$ cat src/sv/sope_mul.sv
// registered signed multiplier shared by all products of the 2x2 solve
// no package dependencies
`default_nettype none

module sope_mul #(
	parameter int WIDTH = 32
) (
	input  logic                      clk,
	input  logic signed [WIDTH-1:0]   op_a,
	input  logic signed [WIDTH-1:0]   op_b,
	output logic signed [2*WIDTH-1:0] product
);

	logic signed [2*WIDTH-1:0] prod_s1;

	always_ff @(posedge clk) begin
		prod_s1 <= op_a * op_b;
	end

	assign product = prod_s1;

endmodule

`default_nettype wire

$ cat config.mk
export PLATFORM = sky130hd
export DESIGN_NAME = sope_mul
export DESIGN_NICKNAME = d
export VERILOG_FILES = /design/src/sv/sope_mul.sv
export SDC_FILE = /design/constraint.sdc
export NUM_CORES = 2
export LEC_CHECK = 0
export BUFFER_PORTS_ARGS = -buffer_cell sky130_fd_sc_hd__buf_2
export CORE_MARGIN = 3
export CORE_UTILIZATION = 50
export CTS_BUF_LIST = sky130_fd_sc_hd__clkbuf_8 sky130_fd_sc_hd__clkbuf_16
export CTS_CLUSTER_SIZE = 40
export DETAILED_ROUTE_END_ITERATION = 10
export MAX_ROUTING_LAYER = met4
export PLACE_DENSITY = 0.68
export SLEW_MARGIN = 20
export SYNTH_ARGS = -nofsm -noshare
export SYNTH_HDL_FRONTEND = slang
export SYNTH_SLANG_ARGS = --single-unit
$ cat constraint.sdc
create_clock -name clk -period 13.19 [get_ports clk]
set_input_delay 1.9785 -clock clk [delete_from_list [all_inputs] [get_ports clk]]
set_output_delay 1.9785 -clock clk [all_outputs]
set_load 0.02 [all_outputs]
======== Word level (Yosys, flattened, before mapping) ========
Cells that the tools add are included.
word-level totals
  output and inout port bits .............. 64
  word-level logic and storage cells ...... 2
  bits of input ports ..................... 65
  register bits ........................... 64
cells by class
  multiply operators ...................... 1
operator list
  operator          number
  $mul A32 B32 Y64  1

======== Depth between registers and ports, before layout ========
  word-level depth ........................ 1
  depth in mapped cells ................... 28
  mapped depth without buffers ............ 27

======== Worst setup path before layout ========
No wires, ideal clock.
  kind .................................... input port to flip-flop
  start ................................... input op_b[2]
  end ..................................... register prod_s1[62] (netlist: product[62])
  buffers on the path ..................... 1
  stages .................................. 24
  path slack .............................. 3.951 ns
  setup time .............................. 0.072 ns
  required time ........................... 13.118 ns
  arrival ................................. 9.168 ns
  cells stage by stage .................... clkbuf_1 > nand2_1 > inv_1 > fa_1 > fa_1 > fa_1 > fa_1 > inv_1 > fa_1 > inv_1 > fa_1 > inv_1 > fa_1 > inv_1 > fa_1 > ha_1 > and3_1 > nand2_1 > or3_1 > o22a_1 > o211ai_1 > a31oi_1 > o31ai_1 > xor2_1
between the ends
  cells in the longest elaborated chain, start to end .. 1
RTL lines
  element                 line  source
  start: declaration      10    input logic signed [WIDTH-1:0] op_b,
  $mul A32 B32 Y64        17    prod_s1 <= op_a * op_b;
  end signal: assignment  17
  end: declaration        14    logic signed [2*WIDTH-1:0] prod_s1;
Every way passes these cells.

======== Worst setup path after layout ========
  start ................................... input op_b[3]
  end ..................................... register prod_s1[60] (netlist: product[60])
The elaborated chain is that of the path after synthesis.

==> impl_metrics.env <==
export IMPL_syn_num_nets=5215
export IMPL_crit_required_ps=13510
export IMPL_rsz0062_at_grt="no"
export IMPL_io_pins=129
export IMPL_syn_area_per_cell_sq_um=9.59
export IMPL_grt_usage_pct=27.5
export IMPL_drc=0
export IMPL_worst_setup_path_end_kind="register"
export IMPL_rows=99
export IMPL_largest_reg_flops=64
export IMPL_cts_buffer_depth=2
export IMPL_drive_above_1_share_pct=4.61
export IMPL_synth_seq_cells=64
export IMPL_fill_cells=6678
export IMPL_routed_wl_mm=97.1
export IMPL_fin_nets=5166
export IMPL_die_y_um=279
export IMPL_async_reset_ff_share_pct=0
export IMPL_firstDrtPassIters=5
export IMPL_worst_setup_path_start_kind="input pin"
export IMPL_synth_seq_area_share_pct=3.44
export IMPL_cts_tree="done"
export IMPL_vias=25600
export IMPL_h_tree_depth=3
export IMPL_yosysWarnings=0
export IMPL_grt_pass1_wl_mm=160
export IMPL_synthCells=3884
export IMPL_cpMaxStageDelayCell="fa_1"
export IMPL_wire_per_inst_um=20.2
export IMPL_fin_setup_tns_ps=0
export IMPL_syn_area_sq_mm=0.0372
export IMPL_gp_congestion=0.970
export IMPL_critPathKind="input pin to register"
export IMPL_overflow=0
export IMPL_cap_violations=0
export IMPL_die_area_sq_mm=0.0778
export IMPL_dominantRegCellSynth="dfxtp_1"
export IMPL_crit_top_cell="fa_1"
export IMPL_synth_top_cell_by_area="fa_1"
export IMPL_synth_cells_most_frequent="fa_1 (1082), inv_1 (952), and2_1 (516)"
export IMPL_grt_pass1_vias=28600
export IMPL_crit_path_max_fanout=32
export IMPL_cts_num_sinks=64
export IMPL_viasPerCell=5.32
export IMPL_max_freq_mhz=100
export IMPL_slowest_delay_ps=950
export IMPL_ant_nets=0
export IMPL_synth_top_area_share_pct=58.2
export IMPL_worst_slew_pin_slew_ps=878
export IMPL_start_util_pct=50.8
export IMPL_hold_buffers=0
export IMPL_cts_buffers=9
export IMPL_place_hpwl_mm=78.9
export IMPL_cts_resized=0
export IMPL_status="complete, no violations"
export IMPL_arrival_ps=10300
export IMPL_design_core_area_sq_mm=0.0733
export IMPL_finalCritPeriodShare_pct=75.6
export IMPL_min_period_ps=9980
export IMPL_drt_iter0_markers=1435
export IMPL_grt_max_degree=33
export IMPL_hold_viol=0
export IMPL_synth_cell_types=63
export IMPL_relSlewSlack_pct=41.2
export IMPL_portBuffers=128
export IMPL_area_growth_synth_to_final_pct=3.92
export IMPL_path_clk_slew_ps=60
export IMPL_antenna_found_initial=9
export IMPL_yosys_top_cells_area="fa_1 (58%), inv_1 (9.6%), and2_1 (8.7%)"
export IMPL_synth_edf_count=0
export IMPL_post_cts_buffers=0
export IMPL_die_w_um=279
export IMPL_min_path_type="input pin to register"
export IMPL_finalMaxSlewViolations=0
export IMPL_synth_most_common_cell="fa_1"
export IMPL_clockRootBuffer="clkbuf_16"
export IMPL_setup_viol=0
export IMPL_path_cells="buf_2 -> and2_1 -> fa_1 -> fa_1 -> fa_1 -> fa_1 -> fa_1 -> fa_1 -> fa_1 -> inv_1 -> fa_1 -> inv_1 -> ha_1 -> a21o_1 -> a31oi_1 -> nor2_1 -> a2111oi_2 -> o22a_1 -> o211ai_1 -> a2111oi_1 -> o21bai_1 -> a21oi_1 -> xnor2_1"
-- cells in the final DEF, fill, tap and decap left out, types with 28 or more instances in the layout --
cell,instances
a21oi_1,68
and2_1,516
buf_2,128
dfxtp_1,64
fa_1,1082
ha_1,184
inv_1,952
nand2_1,511
nor2_1,42
o21ai_0,28
xnor2_1,53
-- through the flow --
stage / util [%] / hold slack [ps] / cell area, sq um / setup WS, ps / cells
final: 52.8 / 2210 / 38700 / 3210 / 4806
after detailed placement: 52.4 / 2390 / 38400 / 2810 / 4783
after global routing: 52.8 / 2220 / 38700 / 2630 / 4806
after global placement: 52.4 / 2400 / 38400 / 2900 / 4783
after floorplan: - / 2110 / 37200 / 3950 / 3884
after CTS: 52.7 / 2180 / 38700 / 3200 / 4797
-- routing by layer --
| metal | routed length, um | global-route usage, % | vias up |
|---|---|---|---|
| li1 | - | - | 11000 |
| met1 | 40000 | 36.0 | 13600 |
| met2 | 46800 | 44.1 | 866 |
| met3 | 6800 | 4.67 | 161 |
| met4 | 3440 | 9.12 | 0 |
| met5 | 0 | - | - |
-- path summary, 6_finish.rpt --
path                start           to  depth (start not counted)
setup / recovery  op_b[3]  product[60]                         23
hold / removal    op_a[0]   product[0]                          3
-- worst max-delay path, delay by kind of cell --
family                   cells  cell delay [ps]
XOR/XNOR                     1              130
adder cells (fa/ha/maj)      9             4850
AO/OA/AOI/OAI                8             2160
AND/OR/NAND/NOR              2              410
buffers and inverters        3              730
-- layout make-up --
class	instances	area (sq um)	area share, %
inverters	952	3570	9.23
clock inverters	4	22.5	0.0582
repair buffers	140	731	1.89
clock buffers	10	239	0.617
well taps	959	1200	3.10
flip-flops and latches	64	1280	3.31
diodes	9	22.5	0.0582
multi-input cells	2668	31600	81.7
-- cells by family (layout without fill, tap and decap cells) --
kind of cell             after synthesis  count (layout)  share of synthesized area (%)
other                                  0               9                              0
AO/OA/AOI/OAI                        193             193                           3.46
buffers and inverters               1152            1106                           11.6
AND/OR/NAND/NOR                     1134            1134                           15.4
adder cells (fa/ha/maj)             1266            1266                           64.3
XOR/XNOR                              75              75                           1.76
flip-flops                            64              64                           3.44
Power is left out: the tool's default activity adds up to more than one toggle a clock period on the data nets, which glitch-free logic cannot reach.
