**src/sv/sope_div.sv**
```systemverilog
// iterative restoring divider: fixed-point quotient num/den, one bit per cycle
// truncates toward zero, saturates to the signed result range; no package use
`default_nettype none

module sope_div #(
	parameter int WIDTH     = 32,
	parameter int FRAC_BITS = 16
) (
	input  logic                      clk,
	input  logic                      arst_n,
	input  logic                      start,
	input  logic signed [2*WIDTH-1:0] num,
	input  logic signed [2*WIDTH-1:0] den,
	output logic                      done,
	output logic signed [WIDTH-1:0]   quotient
);

	localparam int NW = 2 * WIDTH;
	localparam int QB = WIDTH - 1;
	localparam int CW = $clog2(QB + 1);
	localparam int EW = NW + FRAC_BITS;
	localparam logic [CW-1:0] CNT_LAST = CW'(QB - 1);
	localparam logic signed [WIDTH-1:0] Q_MAX = {1'b0, {QB{1'b1}}};
	localparam logic signed [WIDTH-1:0] Q_MIN = {1'b1, {QB{1'b0}}};

	logic [NW-1:0] num_mag;
	logic [NW-1:0] den_mag;
	logic [EW-1:0] num_ext;
	logic [NW-1:0] rem_init;
	logic [NW-1:0] rem_sh;
	logic          rem_ge;

	logic          busy_q;
	logic          done_q;
	logic [CW-1:0] cnt_q;
	logic          neg_q;
	logic          ovf_q;
	logic [NW-1:0] rem_q;
	logic [NW-1:0] den_q;
	logic [QB-1:0] low_q;
	logic [QB-1:0] quo_q;

	assign num_mag  = num[NW-1] ? NW'(-num) : NW'(num);
	assign den_mag  = den[NW-1] ? NW'(-den) : NW'(den);
	assign num_ext  = {num_mag, {FRAC_BITS{1'b0}}};
	assign rem_init = NW'(num_ext[EW-1:QB]);
	assign rem_sh   = {rem_q[NW-2:0], low_q[QB-1]};
	assign rem_ge   = rem_sh >= den_q;

	always_ff @(posedge clk or negedge arst_n) begin
		if (!arst_n) begin
			busy_q <= 1'b0;
			done_q <= 1'b0;
			cnt_q  <= '0;
		end else begin
			done_q <= 1'b0;
			if (start) begin
				busy_q <= 1'b1;
				cnt_q  <= '0;
			end else if (busy_q) begin
				cnt_q <= cnt_q + CW'(1);
				if (ovf_q || cnt_q == CNT_LAST) begin
					busy_q <= 1'b0;
					done_q <= 1'b1;
				end
			end
		end
	end

	always_ff @(posedge clk) begin
		if (start) begin
			den_q <= den_mag;
			rem_q <= rem_init;
			low_q <= num_ext[QB-1:0];
			quo_q <= '0;
			neg_q <= num[NW-1] ^ den[NW-1];
			ovf_q <= rem_init >= den_mag;
		end else if (busy_q) begin
			rem_q <= rem_ge ? rem_sh - den_q : rem_sh;
			low_q <= {low_q[QB-2:0], 1'b0};
			quo_q <= {quo_q[QB-2:0], rem_ge};
		end
	end

	always_comb begin
		if (ovf_q) begin
			quotient = neg_q ? Q_MIN : Q_MAX;
		end else if (neg_q) begin
			quotient = -$signed({1'b0, quo_q});
		end else begin
			quotient = $signed({1'b0, quo_q});
		end
	end

	assign done = done_q;

endmodule

`default_nettype wire

```
**config.mk**
```make
export PLATFORM = sky130hd
export DESIGN_NAME = sope_div
export DESIGN_NICKNAME = d
export VERILOG_FILES = /design/src/sv/sope_div.sv
export SDC_FILE = /design/constraint.sdc
export NUM_CORES = 1
export LEC_CHECK = 0
export ABC_AREA = 1
export BUFFER_PORTS_ARGS = -buffer_cell sky130_fd_sc_hd__buf_2
export CAP_MARGIN = 20
export CORE_MARGIN = 5
export CORE_UTILIZATION = 25
export DETAILED_ROUTE_END_ITERATION = 10
export GPL_TIMING_DRIVEN = 0
export PLACE_DENSITY_LB_ADDON = 0.08
export SETUP_SLACK_MARGIN = 0.3
export SLEW_MARGIN = 20
export SYNTH_ARGS = -nofsm -noshare
export SYNTH_HDL_FRONTEND = slang
export SYNTH_SLANG_ARGS = --single-unit
```
**constraint.sdc**
```tcl
create_clock -name clk -period 3.5 [get_ports clk]
set_input_delay 0.7 -clock clk [delete_from_list [all_inputs] [get_ports clk]]
set_output_delay 0.7 -clock clk [all_outputs]
set_load 0.01 [all_outputs]
```
# == After elaboration in Yosys (flattened, before gate mapping) ==
# Index checks and enable logic that the tools add are counted.
# Widths: inputs -> output; s select.
# classes
add_sub_neg,5
order_cmp,2
n_eq_ne,1
mux,18
n_bitwise,1
n_reduce_logical,2
# ops
cell,n
$mux 64,2
$neg 64->64,2
$mux 49,2
$mux 32,3
$ge 49x64->1,1
$ge 64x64->1,1
$mux 63,1
$sub 63x63->63,1
$mux 31,2
$neg 31->32,1
$mux 5,2
$mux 1,6
$add 5x1->5 const B,1
$eq 5x5->1 const B,1
$reduce_bool 2->1,1
$logic_or 1x1->1,1
$xor 1x1->1,1
# totals
register_bits,182
in_bits,131
out_inout_bits,33
word_cells,39

# == Depth between registers and ports, before layout ==
# logic_depth
word_depth,5
mapped_depth,26

# == Least setup slack after synthesis ==
# OpenSTA, ideal clock, no wires.
# synth_path
kind,input-to-reg
startpoint,input port start
endpoint,register low_q[16] (enable)
setup_time_ps,454
arrival_time_ps,3145
required_ps,3046
setup_slack_ps,-99
path_stages,4
path_cell_list,clkbuf_1 > nor2_1 > inv_1 > clkbuf_1
# synth_between
elab_chain_len,1
# synth_lines
element,line,text
start: declaration,11,"input logic start,"
$reduce_bool 2->1 (no source line),n/a,
end signal: assignment,74,low_q <= num_ext[QB-1:0];
end signal: assignment,80,"low_q <= {low_q[QB-2:0], 1'b0};"
end: declaration,40,logic [QB-1:0] low_q;
# Every way passes these cells.
# A chain may end at the register's enable or synchronous reset.

# == Worst setup path in the final report ==
# layout_path
startpoint,input port den[0]
endpoint,register ovf_q (data pin)
# layout_between
elab_chain_len,3
# layout_lines
element,line,text
start: declaration,13,"input logic signed [2*WIDTH-1:0] den,"
$neg 64->64,44,assign den_mag = den[NW-1] ? NW'(-den) : NW'(den);
$mux 64,44,
named net den_mag[34],27,logic [NW-1:0] den_mag;
$ge 49x64->1,77,ovf_q <= rem_init >= den_mag;
end signal: assignment,77,
end: declaration,37,logic ovf_q;
# The timed path passes the listed nets, and every way through them passes these cells.

==> results.ini <==
[pwr]
p_total_uw = 8290
power.leakage_uw = 0.0110
power.density_mw_per_mm2 = 351
max-vdd-ir-drop_mv = 0.331

[place]
port_buffers = 163
place.detailed.hpwl_mm = 77.6
finalWeightedCongestion = 0.959
place_ws_ps = -1310

[logic_synthesis]
synth.yosys.warnings = 0
synth_nets = 3245
synth_compound_area_share_pct = 10.9
synth_ff_type = edfxtp_1
synth.distinct_cells = 57
ys_ff_latch = 182
muxShareOfSynthArea_pct = 0
synthSimpleGateAreaFrac_pct = 36.0
synth_fa_ha_area_share_pct = 7.82
postSynthAreaPerCell_um2 = 6.39
syn_area_mm2 = 0.0191
synthXorXnorAreaFrac_pct = 7.85
synth_edf_count = 130
synth_top_family_by_area = simple AND/OR/NAND/NOR gates
ys_seq_area_share_pct = 26.0
ys_async_sr_fraction_pct = 3.85
synth_cells = 2995

[clock_tree]
cts_made_buffers = 17
clk_pin_slew_ps = 90
cts_root_buffer = clkbuf_16
clock_path_buffers = 2
insertion_delay_ps = 510
htree_levels = 4
cts_sinks = 182
cts_tree = done

[sta]
fmax_mhz = 297
hold_slack_ps = 437
max-slew-margin-rel_pct = 40.7
tns_ps = 0
clock_skew_ps = 26.4
rsz0062_at_grt = yes
tightestPinTransition_ps = 889
setup_violations = 0
post-route-min-period_ps = 3370
finalHoldViolations = 0
setup_slack_ps = 133
maxSlewViolCount = 0
fin_crit_sh_pct = 96.2

[global_route]
grt_pass1_vias = 20900
grt_pass1_wl_mm = 133
gr-total-overflow = 0
grt_usage_pct = 21.8
antenna_found_initial = 1
grt_max_degree = 65

[worst_setup_path]
reg2reg_to = rem_q[47]$_DFFE_PP_
r2r_start = rem_q[40]$_DFFE_PP_
path_class = in2reg
cp.required_ps = 3750
end_kind = flop
critPathMaxFanout = 4
rrSetupSlack_ps = 410
cp.arrival_ps = 3620
reg2regPathDepth = 12
cp-start-kind = input pin

[final_layout]
fillers = 8564
area_delta_synth_final_pct = 23.4
antenna-diode-count = 0
drive_gt1_share_pct = 16.9
num-nets-final = 3504

[drt]
final_antenna_net_count = 0
viasPerCell = 4.81
drt_first_pass_iters = 6
wl_per_cell_um = 21.3
route.final.wire_length_mm = 91.7
drt_iter0_drc = 1269
drt_drc_violations_left = 0
num_vias = 20700

[min_path]
hold_class = in2reg
min_delay_path_depth = 1
hold_end = den_q[0]$_DFFE_PP_
hp-start = den[0]

[floorplan]
io_pins = 164
die_x_um = 287
row_count = 101
core_area_mm2 = 0.0759
initial_core_util_pct = 25.2
die_h_um = 287
fp.dieArea_mm2 = 0.0822

[job]
max_cap_viol_count = 0

[run_status]
status = finished clean

## final cells by class
cell class	count	area, µm²	share of cell area (%)
Clock buffer	17	425	1.80
Sequential cell	182	4980	21.1
Inverter	500	1890	8.00
Timing Repair Buffer	240	1520	6.42
Multi-Input combinational cell	2251	13000	54.9
Buffer	62	365	1.55
Tap cell	1030	1290	5.46
Clock inverter	15	186	0.790
## cells in the mapped netlist, types with 45 or more instances
cell / number / area, µm²
ha_1: 118 / 1480
dfxtp_1: 45 / 901
edfxtp_1: 130 / 3900
nor2_1: 401 / 1510
nand4_1: 47 / 294
nand2_1: 760 / 2850
nand3_1: 226 / 1130
xnor2_1: 49 / 429
xor2_1: 115 / 1010
o21ai_0: 114 / 571
a21oi_1: 145 / 726
inv_1: 478 / 1790
## sequential cells by signal (all words and copies together), names as in the netlist
name / flops
done: 1
cnt_q: 5
low_q: 15
rem_q: 63
ovf_q: 1
quo_q: 31
neg_q: 1
den_q: 64
busy_q: 1
## layer usage
layer	routed length (µm)	track usage, %	up-vias
met4	3150	7.51	0
met2	43200	37.0	537
li1	-	-	10100
met1	41800	28.7	9881
met3	3570	2.50	113
met5	0	0	-
## cells by family after synthesis
kind of cell / Yosys count
buffers and inverters: 562
and+or+nand+nor: 1587
xor gates and xnor gates: 168
AOI/OAI and AO/OA: 377
adders and majority gates: 119
DFF: 182
## critical path, cell delays in order
cell	delay, ps
buf_2	130
inv_1	70
ha_2	200
nand2_2	80
nor2_4	160
nand3_4	140
buf_12	180
nor2_4	120
nand3_1	100
nand2_1	160
xor2_1	350
inv_1	80
ha_1	300
nand2_1	100
o21a_1	160
o221ai_1	130
a21oi_2	210
nand2_4	80
a21oi_2	110
nor2_1	40
## worst max path at each step
| stage | start | to | slack (ps) | cells after the start |
|---|---|---|---|---|
| CTS | num[1] | ovf_q$_DFFE_PP_ | 150 | 23 |
| global placement | start | rem_q[6]$_DFFE_PP_ | -2100 | 5 |
| floorplan | num[0] | ovf_q$_DFFE_PP_ | 300 | 23 |
| global route | num[0] | ovf_q$_DFFE_PP_ | -20 | 24 |
| finish | den[0] | ovf_q$_DFFE_PP_ | 130 | 20 |
| detailed placement | den[63] | ovf_q$_DFFE_PP_ | -1310 | 24 |
## power by group
part / switching [µW] / internal (µW) / total, µW
Combinational: 2360 / 1160 / 3520
Sequential: 88.2 / 2540 / 2620
Clock: 1170 / 981 / 2150
Total: 3610 / 4680 / 8290
## cell usage in the layout, fill, tap and decap left out, drive strengths merged, types with 11 or more instances in the layout
master,instances
xor2,119
nand3,229
nand4,48
o21bai,14
inv,508
o22ai,29
edfxtp,130
nor4,16
clkbuf,51
nor2,424
xnor2,49
buf,267
nor3,43
o31ai,11
dfxtp,45
ha,118
nand3b,50
nand2,768
o21ai,148
a21oi,150
## stage by stage
step / area (µm²) / std cells / util [%]
CTS: 23000 / 4277 / 30.3
finish: 23600 / 4297 / 31.1
detailed placement: 21300 / 4190 / 28.1
floorplan: 19200 / 2995 / -
global placement: 21300 / 4188 / 28.0
global route: 23600 / 4297 / 31.1
## what timing repair did
item                                   in CTS  in global routing
setup endpoints to repair                 138                 60
hold buffers                                1                  0
pin swaps                                  41                 61
resized for setup                         148                109
buffers inserted                           54                 20
endpoints found under the hold margin       2                  0
Power figures use the tool's default switching activity.
